==> src/sv/cte_pkg.sv <==
// ---------------------------------------------------------------------------
// Calendar to epoch seconds: package
// Item types, pipeline stage types and constants shared by the block.
// ---------------------------------------------------------------------------
package cte_pkg;

	localparam int BASE_YEAR_DEFAULT = 1969;
	localparam int EPOCH_YEAR        = 1970;
	localparam int CAL_BASE          = 1900;
	localparam int SEC_PER_DAY       = 86400;

	localparam int YEAR_W      = 12;
	localparam int Q_W         = 5;
	localparam int DAY_W       = 19;
	localparam int HMS_W       = 20;
	localparam int EPOCH_W     = 36;
	localparam int SUM_W       = 38;
	localparam int RECIP_100   = 5243;
	localparam int RECIP_SHIFT = 19;
	localparam int MW_W        = 12;

	localparam logic [8:0] DAYS_BEFORE_MONTH [12] = '{
		9'd0, 9'd31, 9'd59, 9'd90, 9'd120, 9'd151,
		9'd181, 9'd212, 9'd243, 9'd273, 9'd304, 9'd334
	};

	typedef struct packed {
		logic [5:0] second;
		logic [5:0] minute;
		logic [4:0] hour;
		logic [4:0] day_of_month;
		logic [3:0] month_index;
		logic [9:0] years_since_1900;
		logic       daylight_in_effect;
	} in_item_t;

	typedef struct packed {
		logic signed [EPOCH_W-1:0] epoch_seconds;
		logic                      field_error;
	} result_t;

	typedef struct packed {
		logic              err;
		logic [YEAR_W-1:0] y;
		logic [Q_W-1:0]    qp;
		logic [Q_W-1:0]    qy;
		logic [8:0]        dbm;
		logic              march_on;
		logic [5:0]        day;
		logic [4:0]        hr;
		logic [5:0]        min;
		logic [5:0]        sec;
		logic              dst;
	} s1_t;

	typedef struct packed {
		logic                    err;
		logic [DAY_W-1:0]        days;
		logic signed [HMS_W-1:0] hms;
	} s2_t;

	typedef struct packed {
		logic                    err;
		logic [EPOCH_W-1:0]      prod;
		logic signed [HMS_W-1:0] hms;
	} s3_t;

endpackage

==> src/sv/calendar_to_epoch_seconds.sv <==
// ---------------------------------------------------------------------------
// Calendar to epoch seconds
// Converts a broken-down local time into signed seconds since 1970.
// ---------------------------------------------------------------------------
// An item is taken at a rising edge where start is high and busy is low.
// The result appears on result with done high for exactly one cycle,
// after the item has passed the decode, day count, scale and sum registers.
// The pipeline has four register stages: decode, day count, scaling by
// 86400, and the final sum; one item can enter every cycle, so the
// sustained rate is one item per clock.
// The receiver cannot stall: every result is shown for one cycle only.
// The minutes_west register is written through cfg_valid, cfg_ready and
// cfg_data; write it only while no item is in flight.
// Reset clears the pipeline valid bits and the register to zero, and holds
// busy high for the first cycle after reset is released.
// A field out of range gives epoch_seconds of all ones and field_error set.
// ---------------------------------------------------------------------------
module calendar_to_epoch_seconds #(
	parameter int BASE_YEAR = cte_pkg::BASE_YEAR_DEFAULT
) (
	input  logic                      clk,
	input  logic                      arst_n,
	input  logic                      start,
	output logic                      busy,
	input  cte_pkg::in_item_t         item,
	output logic                      done,
	output cte_pkg::result_t          result,
	input  logic                      cfg_valid,
	output logic                      cfg_ready,
	input  logic [cte_pkg::MW_W-1:0]  cfg_data
);
	import cte_pkg::*;

	logic              busy_q;
	logic signed [MW_W-1:0] minutes_west_q;
	logic              in_valid;
	logic              valid_s1;
	s1_t               data_s1;
	logic              valid_s2;
	s2_t               data_s2;

	assign busy = busy_q;
	assign cfg_ready = !busy_q;
	assign in_valid = start && !busy_q;

	always_ff @(posedge clk or negedge arst_n) begin
		if (!arst_n) begin
			busy_q <= 1'b1;
			minutes_west_q <= '0;
		end else begin
			busy_q <= 1'b0;
			if (cfg_valid && cfg_ready) begin
				minutes_west_q <= $signed(cfg_data);
			end
		end
	end

	cte_decode u_decode (
		.clk      (clk),
		.arst_n   (arst_n),
		.in_valid (in_valid),
		.item     (item),
		.valid_s1 (valid_s1),
		.data_s1  (data_s1)
	);

	cte_count #(
		.BASE_YEAR (BASE_YEAR)
	) u_count (
		.clk          (clk),
		.arst_n       (arst_n),
		.valid_s1     (valid_s1),
		.data_s1      (data_s1),
		.minutes_west (minutes_west_q),
		.valid_s2     (valid_s2),
		.data_s2      (data_s2)
	);

	cte_combine #(
		.BASE_YEAR (BASE_YEAR)
	) u_combine (
		.clk      (clk),
		.arst_n   (arst_n),
		.valid_s2 (valid_s2),
		.data_s2  (data_s2),
		.done     (done),
		.result   (result)
	);

endmodule

==> src/sv/cte_decode.sv <==
// ---------------------------------------------------------------------------
// Calendar to epoch seconds: field decode stage
// Checks field ranges, folds hour 24 into the next day and forms the
// century quotients of the year by reciprocal multiplication.
// ---------------------------------------------------------------------------
module cte_decode (
	input  logic              clk,
	input  logic              arst_n,
	input  logic              in_valid,
	input  cte_pkg::in_item_t item,
	output logic              valid_s1,
	output cte_pkg::s1_t      data_s1
);
	import cte_pkg::*;

	s1_t                  nxt;
	logic [YEAR_W-1:0]    y;
	logic [YEAR_W-1:0]    p;
	logic [2*YEAR_W:0]    mp;
	logic [2*YEAR_W:0]    my;

	always_comb begin
		y = YEAR_W'(item.years_since_1900) + YEAR_W'(CAL_BASE);
		p = y - YEAR_W'(1);
		mp = (2*YEAR_W+1)'(p) * (2*YEAR_W+1)'(RECIP_100);
		my = (2*YEAR_W+1)'(y) * (2*YEAR_W+1)'(RECIP_100);
		nxt.err = (item.month_index > 4'd11) || (item.day_of_month == 5'd0)
			|| (item.hour > 5'd24) || (item.minute > 6'd59) || (item.second > 6'd59);
		nxt.y = y;
		nxt.qp = mp[RECIP_SHIFT+Q_W-1:RECIP_SHIFT];
		nxt.qy = my[RECIP_SHIFT+Q_W-1:RECIP_SHIFT];
		nxt.dbm = (item.month_index <= 4'd11) ? DAYS_BEFORE_MONTH[item.month_index] : 9'd0;
		nxt.march_on = (item.month_index >= 4'd2);
		if (item.hour == 5'd24) begin
			nxt.hr = 5'd0;
			nxt.day = 6'(item.day_of_month) + 6'd1;
		end else begin
			nxt.hr = item.hour;
			nxt.day = 6'(item.day_of_month);
		end
		nxt.min = item.minute;
		nxt.sec = item.second;
		nxt.dst = item.daylight_in_effect;
	end

	always_ff @(posedge clk or negedge arst_n) begin
		if (!arst_n) begin
			valid_s1 <= 1'b0;
		end else begin
			valid_s1 <= in_valid;
		end
	end

	always_ff @(posedge clk) begin
		data_s1 <= nxt;
	end

endmodule

==> src/sv/cte_count.sv <==
// ---------------------------------------------------------------------------
// Calendar to epoch seconds: day count stage
// Counts whole days from the base year, adds the leap day, month and day,
// and forms the time-of-day seconds with zone and daylight correction.
// ---------------------------------------------------------------------------
module cte_count #(
	parameter int BASE_YEAR = cte_pkg::BASE_YEAR_DEFAULT
) (
	input  logic                             clk,
	input  logic                             arst_n,
	input  logic                             valid_s1,
	input  cte_pkg::s1_t                     data_s1,
	input  logic signed [cte_pkg::MW_W-1:0]  minutes_west,
	output logic                             valid_s2,
	output cte_pkg::s2_t                     data_s2
);
	import cte_pkg::*;

	localparam int LB = ((BASE_YEAR - 1) / 4) - ((BASE_YEAR - 1) / 100)
		+ ((BASE_YEAR - 1) / 400);

	s2_t               nxt;
	logic [YEAR_W-1:0] p;
	logic [YEAR_W-2:0] lb_y;
	logic [YEAR_W-1:0] rem;
	logic              leap;
	logic [DAY_W-1:0]  years;
	logic [17:0]       pos;

	always_comb begin
		p = data_s1.y - YEAR_W'(1);
		lb_y = (YEAR_W-1)'(p[YEAR_W-1:2]) + (YEAR_W-1)'(data_s1.qp[Q_W-1:2])
			- (YEAR_W-1)'(data_s1.qp);
		rem = data_s1.y - YEAR_W'(data_s1.qy) * YEAR_W'(100);
		leap = (data_s1.y[1:0] == 2'b00) && ((rem != '0) || (data_s1.qy[1:0] == 2'b00));
		if (data_s1.y > YEAR_W'(BASE_YEAR)) begin
			years = DAY_W'(data_s1.y - YEAR_W'(BASE_YEAR)) * DAY_W'(365)
				+ DAY_W'(lb_y) - DAY_W'(LB);
		end else begin
			years = '0;
		end
		nxt.err = data_s1.err;
		nxt.days = years + DAY_W'(leap && data_s1.march_on) + DAY_W'(data_s1.dbm)
			+ DAY_W'(data_s1.day) - DAY_W'(1);
		pos = 18'(data_s1.hr) * 18'd3600 + 18'(data_s1.min) * 18'd60 + 18'(data_s1.sec);
		nxt.hms = $signed({2'b00, pos}) + HMS_W'(minutes_west) * 20'sd60
			- (data_s1.dst ? 20'sd3600 : 20'sd0);
	end

	always_ff @(posedge clk or negedge arst_n) begin
		if (!arst_n) begin
			valid_s2 <= 1'b0;
		end else begin
			valid_s2 <= valid_s1;
		end
	end

	always_ff @(posedge clk) begin
		data_s2 <= nxt;
	end

endmodule

==> src/sv/cte_combine.sv <==
// ---------------------------------------------------------------------------
// Calendar to epoch seconds: scale and sum stages
// Scales the day count to seconds, then adds the time of day, removes the
// distance from the base year to 1970 and drives the result register.
// ---------------------------------------------------------------------------
module cte_combine #(
	parameter int BASE_YEAR = cte_pkg::BASE_YEAR_DEFAULT
) (
	input  logic             clk,
	input  logic             arst_n,
	input  logic             valid_s2,
	input  cte_pkg::s2_t     data_s2,
	output logic             done,
	output cte_pkg::result_t result
);
	import cte_pkg::*;

	localparam int LB = ((BASE_YEAR - 1) / 4) - ((BASE_YEAR - 1) / 100)
		+ ((BASE_YEAR - 1) / 400);
	localparam int LB_EPOCH = ((EPOCH_YEAR - 1) / 4) - ((EPOCH_YEAR - 1) / 100)
		+ ((EPOCH_YEAR - 1) / 400);
	localparam int DAYS_TO_EPOCH = 365 * (EPOCH_YEAR - BASE_YEAR) + LB_EPOCH - LB;
	localparam longint OFFSET_SEC = longint'(DAYS_TO_EPOCH) * longint'(SEC_PER_DAY);

	logic               valid_s3;
	s3_t                data_s3;
	s3_t                nxt3;
	logic signed [SUM_W-1:0] sum;
	result_t            nxt4;

	always_comb begin
		nxt3.err = data_s2.err;
		nxt3.prod = EPOCH_W'(data_s2.days) * EPOCH_W'(SEC_PER_DAY);
		nxt3.hms = data_s2.hms;
	end

	always_comb begin
		sum = $signed({2'b00, data_s3.prod}) + SUM_W'(data_s3.hms) - SUM_W'(OFFSET_SEC);
		nxt4.field_error = data_s3.err;
		nxt4.epoch_seconds = data_s3.err ? '1 : sum[EPOCH_W-1:0];
	end

	always_ff @(posedge clk or negedge arst_n) begin
		if (!arst_n) begin
			valid_s3 <= 1'b0;
			done <= 1'b0;
		end else begin
			valid_s3 <= valid_s2;
			done <= valid_s3;
		end
	end

	always_ff @(posedge clk) begin
		data_s3 <= nxt3;
		result <= nxt4;
	end

endmodule

==> config.mk <==
export PLATFORM = sky130hd
export DESIGN_NAME = calendar_to_epoch_seconds
export DESIGN_NICKNAME = d
export VERILOG_FILES = /design/src/sv/cte_pkg.sv /design/src/sv/calendar_to_epoch_seconds.sv /design/src/sv/cte_decode.sv /design/src/sv/cte_count.sv /design/src/sv/cte_combine.sv
export SDC_FILE = /design/constraint.sdc
export NUM_CORES = 1
export LEC_CHECK = 0
export ABC_AREA = 1
export BUFFER_PORTS_ARGS = -buffer_cell sky130_fd_sc_hd__buf_4
export CAP_MARGIN = 20
export CORE_UTILIZATION = 45
export CTS_BUF_LIST = sky130_fd_sc_hd__clkbuf_8
export DETAILED_ROUTE_END_ITERATION = 10
export GPL_TIMING_DRIVEN = 0
export PLACE_DENSITY = 0.63
export SLEW_MARGIN = 20
export SYNTH_ARGS = -nofsm -noshare
export SYNTH_HDL_FRONTEND = slang
export SYNTH_SLANG_ARGS = --single-unit
==> constraint.sdc <==
create_clock -name clk -period 9.15 [get_ports clk]
set_input_delay 0.4575 -clock clk [delete_from_list [all_inputs] [get_ports clk]]
set_output_delay 0.4575 -clock clk [all_outputs]
set_load 0.01 [all_outputs]
; ---- Word level (Yosys, flattened, before mapping)
; Memory sizes are Yosys's and may differ from the RTL's. A register that Yosys moved wholly into a read port is not among the register bits.
; Index checks and enable logic that the tools add are counted.
[totals]
romBits = 144
word_cells = 81
out_inout_bits = 40
regBits = 192
latch_bits = 0
n_memories = 1
ramBits = 0
input_bits = 53
[mem_list]
columns = memory, words, word_bits, read_ports, rd_clocked_by_memory_dff, wr, line
row1 = (no name shown), 16, 9, 1, 1, 0, cte_decode.sv:32  ; nxt.dbm = (item.month_index <= 4'd11) ? DAYS_BEFORE_MONTH[item.month_index] : 9'd0;
[classes]
muxes = 3
n_lt_le_gt_ge = 7
n_eq_ne = 1
bitwise_logic = 1
multipliers = 8
n_reduce_logical = 15
n_shift = 0
add_sub_neg = 20
div_mod_pow = 0
[op_table]
columns = cell, count
row1 = "12-bit by 13-bit multiplier with 24-bit output, second input constant", 2
row2 = 36-bit by 20-bit adder with 36-bit output, 1
row3 = "36-bit by 26-bit subtractor with 36-bit output, second input constant", 1
row4 = "19-bit by 10-bit multiplier with 29-bit output, second input constant", 1
row5 = "12-bit by 1-bit subtractor with 12-bit output, second input constant", 2
row6 = 19-bit by 20-bit adder with 20-bit output, 1
row7 = 20-bit subtractor, 1
row8 = 19-bit by 1-bit adder with 19-bit output, 1
row9 = 19-bit by 11-bit adder with 19-bit output, 1
row10 = 19-bit by 6-bit adder with 19-bit output, 1
row11 = 19-bit by 9-bit adder with 19-bit output, 1
row12 = "19-bit by 9-bit multiplier with 19-bit output, second input constant", 1
row13 = 19-bit 2-to-1 mux, 1
row14 = "19-bit by 1-bit subtractor with 19-bit output, second input constant", 1
row15 = "19-bit by 9-bit subtractor with 19-bit output, second input constant", 1
row16 = 17-bit by 12-bit adder with 18-bit output, 1
row17 = 18-bit by 6-bit adder with 18-bit output, 1
row18 = "12-bit by 5-bit multiplier with 17-bit output, second input constant", 1
row19 = "5-bit by 8-bit multiplier with 13-bit output, second input constant", 1
row20 = "12-bit by 11-bit subtractor with 13-bit output, second input constant", 1
row21 = "10-bit by 11-bit adder with 12-bit output, second input constant", 1
row22 = "12-bit by 11-bit > comparator with 1-bit output, second input constant", 1
row23 = "6-bit > comparator, second input constant", 2
row24 = 12-bit 2-to-1 mux, 1
row25 = other kinds (19), 28

; ---- Logic depth before layout (Yosys ltp)
[depth]
ltp_word = 10
mapped_depth = 45

; ---- By module
; A second synthesis with hierarchy kept.
[unflattened]
hier_cells = 3665
area_unflattened_um2 = 28098.2
[by_module_without_submodules]
columns = mod, instances, seq_area_each_um2, area_each_um2, cells_per_inst
row1 = cte_count, 1, 825.8, 11508.5, 1543
row2 = cte_combine, 1, 1791.7, 8264.2, 1164
row3 = cte_decode, 1, 1166.1, 7801.2, 901
row4 = calendar_to_epoch_seconds, 1, 326.6, 524.3, 57

; ---- Least setup slack after synthesis
; OpenSTA, ideal clock, no wires.
[synth_timing]
path_type = reg-to-reg
startpoint = register, netlist name u_decode.data_s1[44]
endpoint = register, netlist name u_count.data_s2[38]
required_time_ps = 9037
arrival_time_ps = 7285
path_stages_with_launch = 44
synth_period_minus_slack_ps = 7398
setup_slack_ps = 1752
n_path_buf = 0
cell_sequence = dfxtp_1 -> inv_2 -> ha_1 -> nand2_1 -> or2_2 -> nand2_1 -> inv_1 -> fa_1 -> inv_1 -> ha_1 -> a21oi_1 -> nand2_1 -> nand4_1 -> o211ai_1 -> nand2_1 -> nand2_1 -> a21oi_1 -> xnor2_1 -> [8 not listed] -> a21oi_1 -> nand2_1 -> a21oi_4 -> o21ai_1 -> a21oi_1 -> nor2_1 -> nor2_1 -> nand2_1 -> ha_1 -> ha_1 -> inv_1 -> nor3_1 -> nand2_1 -> or2_2 -> o311ai_0 -> inv_1 -> nand2_1 -> nand2_1

==> results by stage <==
Timing:
- Setup violations remaining at the end of the flow were counted as 0.
- The maximum clock frequency is 0.119 GHz.
- In this run the tightest slew margin relative to its limit is 34.3%.
- The final number of max-transition violations is 0.
- The share of the clock period used by the worst path is 91.6%.
- For the final database, setup skew stands at 0.0565 ns.
- The count of final hold-check violations came to 0.
- At the pin with the least slew margin, the transition time is 0.979 ns.
- Across all setup checks in the final design, the least slack found is 0.770 ns.
- The final critical path time including I/O delays and setup is 8.38 ns.
- Setup total negative slack on the finished layout was measured at 0 ns.
- Setup repair after global routing left no endpoint under its margin.

Clock tree:
- The H-tree was split into 2 levels.
- The number of clock buffers inserted by TritonCTS is 37.
- The post-CTS clock slew at the launch and capture registers of the worst setup and hold paths is 0.06 ns.
- At the later pin of the worst-skew pair, clock insertion delay measures 0.61 ns.
- The setup fix buffers added after clock tree synthesis is 0.
- TritonCTS built the clock tree.
- The number of sinks on the clock net is 201.
- The tree is rooted in a clkbuf_8.
- The buffer levels on the longest clock path is 3.

Die:
- The initial cell density of the core is 45.8%.
- The die covers 0.0613 mm2.
- In this run the horizontal extent of the chip is 248 um.
- In this run the core area contains 89 standard-cell rows.
- The core region is 0.0592 mm2.
- The number of ports placed on the die boundary is 93.
- From bottom edge to top edge, the die measures 248 um.

Route:
- After detailed routing, the average wire length per cell comes to 13.0 um.
- The routed design has 56.3 mm of wire.
- The final route contains 20.9k vias.
- The first routing iteration left 975 violations.
- After detailed routing, the number of remaining DRC violations is 0.
- The pre-antenna-repair detailed-routing pass consisted of 8 iterations.
- Dividing the detail-routed via count by the number of cells gives 4.83.
- The antenna violation net count after detailed routing is 0.

Setup path:
- In this run the worst setup path terminates at u_count.data_s2[38]$_DFF_P_.
- The startpoint of the worst-slack reg-to-reg timing path is u_decode.data_s1[44]$_DFF_P_.
- Of all nets on the critical path, the largest fanout is 8.
- At the worst endpoint, the required time is 9.65 ns.
- In this design, the critical path's most frequently occurring cell is nand2_1.
- The delay of the slowest critical-path stage is 0.54 ns.
- The worst setup path is launched from a flop.
- The category of the critical setup timing path is reg -> reg.
- For the worst setup path, the data arrival time is 8.88 ns.
- The critical path launch point is u_decode.data_s1[44]$_DFF_P_.
- The endpoint identified for the worst register-to-register timing path is u_count.data_s2[38]$_DFF_P_.
- The number of cells on the worst reg-to-reg path is 43.
- On the critical path, the stage with the largest delay is an instance of fa_1.
- The worst setup path is captured at a flop.
- In this run the register-to-register setup slack is 0.77 ns.

Synthesis:
- Of all flip-flops after synthesis, the portion carrying an async set or reset was 8.46%.
- The cell area after synthesis is 0.0271 mm2.
- The synthesized design contains 0 enable-type register cells.
- The synthesized net count is 4237.
- Ranked by instance count, the synthesized netlist is headed by 848 x inv_1, 572 x ha_1, 453 x nand2_1.
- Yosys printed 0 warnings.
- The cell type with the largest total area after synthesis is ha_1.
- The sequential share of the synthesized area is 15.2%.
- By area the synthesized netlist is led by ha_1 26%, fa_1 18%, dfxtp_1 14%, inv_1 12%, nand2_1 6.3%.
- The average instance in the mapped netlist occupies 8.05 um2.
- Synthesis produced 3371 cells.
- Synthesis instantiated 61 different standard cells from the library.
- The top cell type by area accounts for 26.4% of the synthesized area.
- For this run, the leading register cell type out of synthesis is dfxtp_1.
- Counting flops and latches in the post-synthesis netlist gives 201.
- The most frequently used cell type in the post-synthesis netlist is inv_1.

Global route:
- The initial antenna violation count is 4.
- The first-pass GRT wire length is 96.0 mm.
- The via count of the first global-routing pass was 20.2k.
- The aggregate global-route resource usage is 19.1%.
- The pin count of the biggest net entering global routing is 18.
- The residual overflow from global routing is 0.

Finish:
- The number of nets in the finished design is 4381.
- The cell area after layout is 0.0297 mm2.
- The synthesis-to-layout area growth is 9.44%.
- The post-route core utilization is 50.1%.
- Cells with a size suffix above 1 make up 6.30% of the layout.

Placement:
- The setup slack after placement is 0.522 ns.
- After detailed placement, the total cell area comes to 0.0288 mm2.
- The post-DP HPWL is 49.2 mm.
- At the end of routability-driven placement, the weighted congestion stood at 0.908.
- During placement, the flow inserted port buffers numbering 91.

Outcome:
- The flow ran to the end, and the final reports show no timing, DRC or antenna violations.

Run:
- The reported max-cap violation count is 0.

Min path:
- The worst min-delay path class is in -> reg.
layer usage:
metal  GRT usage (%)  part of all wire (%)  vias to the layer above
met4            4.51                   1.7                        4
met3            2.90                   4.1                       57
met2            30.5                    44                      311
met1            26.8                    50                     9531
met5               0                 0.041                        -
li1                -                     -                    10900
per-stage QoR:
step                hold WS, ns  cells
floorplan                 0.162   3371
global placement          0.311   4235
detailed placement        0.312   4235
CTS                      0.0118   4315
global route             0.0205   4317
finish                   0.0529   4317
logic make-up (layout without fill, tap and decap cells):
logic type	Yosys count	in the layout	synth area share, %
compound gates	450	450	9.31
xor+xnor	154	154	5.04
fa+ha+maj	813	813	44.2
buf+inv	870	1041	12.1
flops	201	201	15.2
mux	2	2	0.0830
other cells	1	3	0.0138
simple gates	880	880	14.1
how the worst min path moves through the flow:
stage / to / startpoint / cells past startpoint
2_1_floorplan: minutes_west_q[0]$_DFFE_PN0P_ / arst_n / 0
3_3_place_gp: u_combine.data_s3[1]$_DFF_P_ / u_count.data_s2[1]$_DFF_P_ / 0
3_5_place_dp: u_combine.data_s3[0]$_DFF_P_ / u_count.data_s2[0]$_DFF_P_ / 0
4_1_cts: u_decode.data_s1[14]$_SDFF_PP0_ / item[21] / 2
5_1_grt: u_decode.data_s1[14]$_SDFF_PP0_ / item[21] / 2
6_report: u_decode.data_s1[14]$_SDFF_PP0_ / item[21] / 2
layout by cell type, fill, tap and decap left out, drive strengths merged, types with 2 or more instances in the layout:
master	n
a21o	17
o21a	4
dlygate4sd3	14
o22ai	2
a21boi	3
nor3	32
o21bai	15
xnor2	44
o211ai	10
diode	2
buf	97
nand2	458
o31ai	8
clkinvlp	2
a211oi	7
o21ai	125
dfxtp	184
nand3	112
mux2	2
nor4	7
nand4	41
dfrtp	16
clkinv	4
nand3b	9
clkbuf	52
fa	241
xor2	110
and2	4
a31oi	8
a31o	8
inv	871
ha	572
o2111ai	5
nor2	186
a21oi	235
or2	27
nor3b	3
sequential cells by signal (all words and copies together) (netlist names):
signal / cells
minutes_west_q: 12
busy: 1
u_combine.result: 37
u_count.valid_s2: 1
u_combine.valid_s3: 1
u_decode.data_s1: 57
u_combine.done: 1
u_combine.data_s3: 50
u_decode.valid_s1: 1
u_count.data_s2: 40
timing repair:
action | in CTS | in global routing
endpoints found under the hold margin | 30 | 0
endpoints found under the setup margin | 0 | 1
hold buffers | 14 | 0
gates resized for setup | 0 | 2
layout make-up:
cell class              count  area (um2)
clock inverters            22         153
inverters                 856        3220
well taps                 773         967
repair buffers            105         823
plain buffers              14        72.6
multi-input cells        2300       19700
clock buffers              44         606
flip-flops and latches    201        4110
diodes                      2        5.00
fillers                  5903       29600
critical path, delay by kind of cell (launching register included):
kind,cells,cell delay (ns)
xor gates and xnor gates,1,0.16
DFF,1,0.39
and+or+nand+nor,17,2.24
AOI/OAI and AO/OA,8,1.27
buffers and inverters,8,0.75
adders and majority gates,9,3.50
Power is left out: the tool's default activity adds up to more than one toggle a clock period on the data nets, which glitch-free logic cannot reach.
